**src/sv/tlbf_pkg.sv**
```systemverilog
// Shared types and constants for the translation buffer.
package tlbf_pkg;

  localparam int PID_W   = 16;
  localparam int PAGE_W  = 20;
  localparam int FRAME_W = 20;
  localparam int SLOT_W  = 5;
  localparam int STAMP_W = 32;
  localparam int SIZE_W  = 6;

  localparam logic [SIZE_W-1:0] SIZE_RESET = 6'd32;

  // Register index taken from paddr[2].
  localparam logic REG_LRU_MODE       = 1'b0;
  localparam logic REG_ENTRIES_IN_USE = 1'b1;

  typedef enum logic {
    OP_LOOKUP = 1'b0,
    OP_FILL   = 1'b1
  } op_e;

  typedef enum logic {
    BK_IDLE = 1'b0,
    BK_SCAN = 1'b1
  } bk_state_e;

  typedef struct packed {
    op_e                op;
    logic [PID_W-1:0]   pid;
    logic [PAGE_W-1:0]  page;
    logic [FRAME_W-1:0] frame;
  } cmd_t;

endpackage

```
**src/sv/tlbf_front.sv**
```systemverilog
// Front end: accepts request transactions, classifies them and queues them for the back end.
module tlbf_front (
  input  logic                         clk_i,
  input  logic                         rst_ni,
  input  logic                         in_valid_i,
  output logic                         in_ready_o,
  input  logic                         kind_i,
  input  logic [tlbf_pkg::PID_W-1:0]   pid_i,
  input  logic [tlbf_pkg::PAGE_W-1:0]  page_i,
  input  logic [tlbf_pkg::FRAME_W-1:0] frame_i,
  output logic                         cmd_valid_o,
  output tlbf_pkg::cmd_t               cmd_o,
  input  logic                         cmd_ready_i
);
  import tlbf_pkg::*;

  cmd_t       q_mem [2];
  logic       wptr_q, wptr_d;
  logic       rptr_q, rptr_d;
  logic [1:0] level_q, level_d;
  logic       push, pop;
  cmd_t       cmd_new;

  always_comb begin
    cmd_new.op    = op_e'(kind_i);
    cmd_new.pid   = pid_i;
    cmd_new.page  = page_i;
    cmd_new.frame = frame_i;
  end

  assign in_ready_o  = (level_q != 2'd2);
  assign cmd_valid_o = (level_q != 2'd0);
  assign cmd_o       = q_mem[rptr_q];
  assign push        = in_valid_i && in_ready_o;
  assign pop         = cmd_valid_o && cmd_ready_i;

  always_comb begin
    wptr_d  = push ? ~wptr_q : wptr_q;
    rptr_d  = pop ? ~rptr_q : rptr_q;
    level_d = level_q;
    if (push && !pop) begin
      level_d = level_q + 2'd1;
    end else if (pop && !push) begin
      level_d = level_q - 2'd1;
    end
  end

  always_ff @(posedge clk_i or negedge rst_ni) begin
    if (!rst_ni) begin
      wptr_q  <= 1'b0;
      rptr_q  <= 1'b0;
      level_q <= 2'd0;
    end else begin
      wptr_q  <= wptr_d;
      rptr_q  <= rptr_d;
      level_q <= level_d;
    end
  end

  always_ff @(posedge clk_i) begin
    if (push) begin
      q_mem[wptr_q] <= cmd_new;
    end
  end

endmodule

```
**config.mk**
```make
export PLATFORM = sky130hd
export DESIGN_NAME = tlbf_front
export DESIGN_NICKNAME = d
export VERILOG_FILES = /design/src/sv/tlbf_pkg.sv /design/src/sv/tlbf_front.sv
export SDC_FILE = /design/constraint.sdc
export NUM_CORES = 1
export LEC_CHECK = 0
export ABC_AREA = 1
export BUFFER_PORTS_ARGS = -buffer_cell sky130_fd_sc_hd__buf_2
export CAP_MARGIN = 20
export CORE_MARGIN = 4
export CORE_UTILIZATION = 56
export DETAILED_ROUTE_END_ITERATION = 7
export GPL_TIMING_DRIVEN = 1
export PLACE_DENSITY = 0.85
export SETUP_SLACK_MARGIN = 0.3
export SYNTH_ARGS = -nofsm -noshare
export SYNTH_HDL_FRONTEND = slang
export SYNTH_SLANG_ARGS = --single-unit
export TNS_END_PERCENT = 100
```
**constraint.sdc**
```tcl
create_clock -name clk_i -period 10.15 [get_ports clk_i]
set_input_delay 2.03 -clock clk_i [delete_from_list [all_inputs] [get_ports clk_i]]
set_output_delay 2.03 -clock clk_i [all_outputs]
set_load 0.02 [all_outputs]
```
==> metrics.yaml, run 1 <==
outcome: "finished clean"
boundaryPins: 120
setup_viol_count_final: 0
instances_no_fill: 567
hold_path_class: "reg2reg"
setup_tns_ns: 0
place_ws_ns: 6.30
power_mw: 1.88
crit_fanout: 58
antenna_left: 0
crit_path_cell_trace: "inv_2 > nand2_1 > nand2_1 > buf_2"
design_area_um2: 5630
wl_per_cell_um: 15.2
place.port_buffers: 119
fmax_ghz: 0.243
die_width_um: 96.4
firstDrtPassIters: 4
ys_seq_elements: 118
synth-adder-area-share_pct: 0.286
grt_pass1_vias: 2768
grt_first_pass_wirelength_um: 13200
routed_wl_um: 8650
arrival_ns: 2.08
worstSetupStartpointType: "flop"
crit_family: "buffers and inverters"
clock_latency_ns: 0.50
post_dp_cell_area_um2: 5040
syn2layout_area_growth_pct: 28.7
post_cts.repair.setup_buffers: 0
synth_top_family_by_area: "simple AND/OR/NAND/NOR gates"
cp.depth: 4
fin_skew_ns: 0.00415
cpPeakStageDelay_ns: 0.67
yosys.cell_types.count: 14
dieArea_um2: 9300
num-fill-cells: 442
final-max-slew-violation-count: 0
synth_nets: 389
drt-met1-wl_um: 3520
hold_violations: 0
rows: 31
num_vias: 2832
rsz0062_at_grt: "false"
worstMarginPinSlew_ns: 0.954
worst_slack_ns: 6.04
synth.avg_cell_area_um2: 13.4
synthMuxAreaShare_pct: 0
yosysSeqAreaShare_pct: 80.5
ir_drop_mv: 0.243
cts_resized: 0
synth_simple_gate_area_share_pct: 16.1
path_buf_inv: 2
cts-root-buf: "clkbuf_8"
antenna_found_initial: 0
ff2ff_path_depth: 5
worstSetupPathType: "reg2out"
leakage_nw: 2.46
synthXorXnorAreaFrac_pct: 0.400
clock_sinks: 118
cts_htree_levels: 4
wl_met3_um: 650
end_kind: "output port"
hold_buffers: 0
period_share_pct: 40.5
maxCapViolCount: 0
multiInputGateArea_um2: 748
grt_max_degree: 59
period_needed_ns: 4.11
drt_iter0_drc: 135
wl_met2_um: 4390
initial_core_util_pct: 59.1
holdWs_ns: 0.506
cpMostUsedCell: "nand2_1"
gp_congestion: 0.727
layout.nets: 517
viasPerCell: 4.99
relSlewSlack_pct: 36.4
seqCellArea_um2: 3520
slowest_stage: "inv_2"
die_h_um: 96.4
antenna_cells: 0
cts_tree: "yes"
ys_warn_count: 0
hpwl_um: 5440
utilization_pct: 76.1
whs_path_depth: 1
drive_gt1_share_pct: 33.5
drcViolationCount: 0
core_area_um2: 7410
clk_pin_slew_worst_paths_ns: 0.06
top_layer: "met4"
netlist_area_um2: 4380
overflow: 0
synth-compound-area-share_pct: 0
clock_path_buffers: 2
syn_inst: 327
dp.cells: 535
grt_usage_pct: 19.7
numCtsBuffers: 17
cellPowerDensity_nw_per_um2: 334
worstPathRequired_ns: 8.12
## worst reg2reg max path, cell delays in order, from the launching register on
cell and delay [ns]:
dfrtp_1 0.38, inv_1 0.09, nand2_1 0.10, nand2_1 0.20, nor2_4 0.69, buf_4 0.49
## placed cells by master, fill, tap and decap left out, types with 2 or more instances in the layout
cell          n
buf_2       119
inv_6         2
nand2_1     181
nand3_1       2
inv_1         6
edfxtp_1    114
clkinvlp_4    6
nor2_4        2
clkinv_4      2
clkbuf_16    16
buf_4         3
bufinv_16     3
dfrtp_1       3
## where the power goes
group | internal (mW) | switching [mW] | total, mW
sequential | 0.668 | 0.0300 | 0.698
combinational | 0.162 | 0.436 | 0.599
clock | 0.374 | 0.211 | 0.584
total | 1.20 | 0.677 | 1.88
## flip-flops by register name (all words and copies together), names as in the netlist
| signal | count |
|---|---|
| wptr_q | 1 |
| q_mem | 114 |
| rptr_q | 1 |
| level_q | 2 |
## layout make-up
cell class / instances / area share (%)
flip-flops and latches: 118 / 62.6
clock buffers: 17 / 7.35
well taps: 99 / 2.20
multi-input cells: 189 / 13.3
inverters: 7 / 0.466
clock inverters: 15 / 3.18
repair buffers: 122 / 11.0
## layer usage
| layer | up-vias | GRT usage [%] |
|---|---|---|
| li1 | 1355 | - |
| met3 | 10 | 7.05 |
| met4 | 0 | 6.89 |
| met5 | - | 0 |
| met1 | 1349 | 24.3 |
| met2 | 118 | 32.4 |
## final timing paths
check,start,to,slack [ns]
max,rptr_q,cmd_o[52],6.04
min,level_q[0],level_q[0],0.51
max reg2reg,level_q[0],q_mem[0][50],7.86
min reg2reg,level_q[0],level_q[0],0.51
max in group asynchronous,rst_ni,rptr_q,8.69
min in group asynchronous,rst_ni,rptr_q,1.32
## Yosys cell counts (all sizes together)
master / count / share of area, %
nor2: 2 / 0.17
nand3: 2 / 0.23
ha: 1 / 0.29
inv: 7 / 0.60
nand4: 1 / 0.14
buf: 13 / 2.2
edfxtp: 114 / 78
dfrtp: 4 / 2.3
xnor2: 1 / 0.20
nand2: 181 / 16
xor2: 1 / 0.20
## kinds of logic (layout without fill, tap and decap cells)
| group | Yosys count | in the layout |
|---|---|---|
| AND/OR/NAND/NOR | 186 | 186 |
| XOR/XNOR | 2 | 2 |
| adder cells (fa/ha/maj) | 1 | 1 |
| flip-flops | 118 | 118 |
| buffers and inverters | 20 | 161 |
No activity file was read; power rests on OpenSTA's default activity.
==> run 2: changes to the inputs <==
Settings changed: ABC_AREA 1 to 0, CORE_UTILIZATION 56 to 47, PLACE_DENSITY 0.85 to 0.76.
Clock period 10.15 ns to 3.7 ns, I/O delays scaled along.
==> metrics.yaml, run 2 <==
clock_path_buffers: 2  # unchanged
top_regs: "q_mem: 114 flops, level_q: 2 flops"  # unchanged
num_vias: 2169  # was 2832
slowest_stage: "dfrtp_2"  # was inv_2
drt_iter0_drc: 64  # was 135
routed_wl_um: 7220  # was 8650 um
dieArea_um2: 10900  # was 9300 um2
post_dp_cell_area_um2: 5140  # was 5040 um2
ir_drop_mv: 0.638  # was 0.243 mV
yosys.area.top_type: "edfxtp_1"  # unchanged
yosysMostFrequentCell: "edfxtp_1"  # was nand2_1
layout.nets: 394  # was 517
maxCapViolCount: 0  # unchanged
firstDrtPassIters: 4  # unchanged
synthArstFlopShare_pct: 3.39  # unchanged
numCtsBuffers: 17  # unchanged
clock_latency_ns: 0.49  # was 0.50 ns
path_buf_inv: 2  # unchanged
synth_flop_cell: "edfxtp_1"  # unchanged
grt_usage_pct: 13.8  # was 19.7%
fmax_ghz: 0.376
dp.cells: 421  # was 535
place.port_buffers: 119  # unchanged
worstMarginPinSlew_ns: 0.811  # was 0.954 ns
worst_slack_ns: 1.04  # was 6.04 ns
setup_tns_ns: 0  # unchanged
final_common_cell: "buf_2"  # was nand2_1
overflow: 0  # unchanged
core_area_um2: 8890  # was 7410 um2
top_register: "q_mem"  # unchanged
grt_max_degree: 32  # was 59
synth_nets: 257  # was 389
die_width_um: 105  # was 96.4 um
synthTopCellsByArea: "edfxtp_1, mux2_2, mux2_4"  # was edfxtp_1, nand2_1, dfrtp_1
instances_no_fill: 453  # was 567
cts_htree_levels: 4  # unchanged
clk_pin_slew_worst_paths_ns: 0.05  # was 0.06 ns
antenna_left: 0  # unchanged
drive_gt1_share_pct: 61.3  # was 33.5%
leakage_nw: 2.21  # was 2.46 nW
boundaryPins: 120  # unchanged
post_cts.repair.setup_buffers: 0  # unchanged
relSlewSlack_pct: 45.8  # was 36.4%
die_h_um: 105  # was 96.4 um
arrival_ns: 1.92  # was 2.08 ns
hpwl_um: 4940  # was 5440 um
crit_fanout: 17  # was 58
wl_per_cell_um: 15.9  # was 15.2 um
cts_resized: 0  # unchanged
largest_register_ffs: 114  # unchanged
reg2reg_slack_ns: 1.71  # was 7.86 ns
cts_tree: "yes"  # unchanged
holdWs_ns: 0.0406  # was 0.506 ns
end_kind: "output port"  # unchanged
worstSetupPathType: "reg2out"  # unchanged
outcome: "finished clean"  # unchanged
ys_warn_count: 0  # unchanged
yosys.cell_types.count: 15  # was 14
hold_path_class: "in2async"  # was reg2reg
yosys-top-cells-count: "edfxtp_1, mux2_2, mux2_4"  # was nand2_1, edfxtp_1, buf_2
worstSetupStartpointType: "flop"  # unchanged
cpPeakStageDelay_ns: 0.53  # was 0.67 ns
rsz0062_at_grt: "false"  # unchanged
viasPerCell: 4.79  # was 4.99
design_area_um2: 5650  # was 5630 um2
final-max-slew-violation-count: 0  # unchanged
initial_core_util_pct: 49.3  # was 59.1%
fin_skew_ns: 0.00688  # was 0.00415 ns
cts-root-buf: "clkbuf_8"  # unchanged
syn_inst: 195  # was 327
hold_buffers: 0  # unchanged
rows: 34  # was 31
crit_path_cell_trace: "buf_4 > mux2_2 > buf_2"  # was inv_2 > nand2_1 > nand2_1 > buf_2
setup_viol_count_final: 0  # unchanged
period_share_pct: 72.0
clock_sinks: 118  # unchanged
place_ws_ns: 1.43  # was 6.30 ns
drcViolationCount: 0  # unchanged
gp_congestion: 0.678  # was 0.727
synth_edf_count: 114  # unchanged
synth.avg_cell_area_um2: 22.5  # was 13.4 um2
ys_seq_elements: 118  # unchanged
netlist.area_leader.share_pct: 78.1  # was 78.2%
grt_pass1_vias: 2358  # was 2768
cellPowerDensity_nw_per_um2: 859  # was 334 nW/um2
syn2layout_area_growth_pct: 28.9  # was 28.7%
netlist_area_um2: 4380  # about the same
crit_family: "flip-flops"  # was buffers and inverters
period_needed_ns: 2.66
hold_violations: 0  # unchanged
yosysSeqAreaShare_pct: 80.4  # was 80.5%
grt_first_pass_wirelength_um: 11500  # was 13200 um
mostFrequentLayoutCells: "buf_2, edfxtp_1, mux2_2"  # was nand2_1, buf_2, edfxtp_1
antenna_found_initial: 0  # unchanged
worstPathRequired_ns: 2.96  # was 8.12 ns
run 2: changes by cell type after synthesis, moves of 2 or more:
cell     before  now
inv_1         6    1
nand2_1     181    2
mux2_4        0   20
nand3_1       2    0
xnor2_1       1    3
mux2_2        0   37
buf_4         2    0
buf_2         7    3
run 2: logic make-up (layout without fill, tap and decap cells):
kind of cell	after synthesis	in the layout	synth area share (%)
xor+xnor	5	5	0.999
fa+ha+maj	1	1	0.285
buf+inv	7	156	1.20
flops	118	118	80.4
mux	57	57	16.4
other cells	0	1	0
simple gates	7	7	0.771
run 2: worst paths after layout:
path	end	cells past startpoint	from
max	cmd_o[18]	3	rptr_q
min	level_q[0]	1	rst_ni
max in group asynchronous	rptr_q	1	rst_ni
min in group clk_i	q_mem[1][6]	1	frame_i[6]
max reg2reg	q_mem[0][51]	4	level_q[0]
min reg2reg	level_q[1]	1	level_q[1]
run 2: metal layers:
metal	vias up	share of wire, %	GRT usage, %	routed length, um
li1	1042	-	-	-
met1	1035	40	16.1	2880
met2	87	50	22.0	3620
met3	5	9.3	6.41	674
met4	0	0.75	5.90	54
met5	-	0	0	0
run 2: where the power goes:
part           internal [mW]  total [mW]  switching [mW]
combinational          0.657        1.54           0.885
sequential              1.83        1.93          0.0999
clock                  0.868        1.38           0.510
total                   3.36        4.85            1.49
run 2: stage by stage:
stage,util [%],total power [mW]
2_1_floorplan,-,3.07
3_3_place_gp,57.8,3.51
3_5_place_dp,57.8,3.53
4_1_cts,63.5,4.93
5_1_grt,63.5,5.11
6_report,63.6,4.85
run 2: layout make-up:
type	instances	area [um2]
inverters	1	3.75
multi-input cells	70	816
well taps	108	135
flip-flops and latches	118	3520
clock buffers	19	422
clock inverters	12	88.8
repair buffers	124	658
fillers	658	3240
diodes	1	2.50
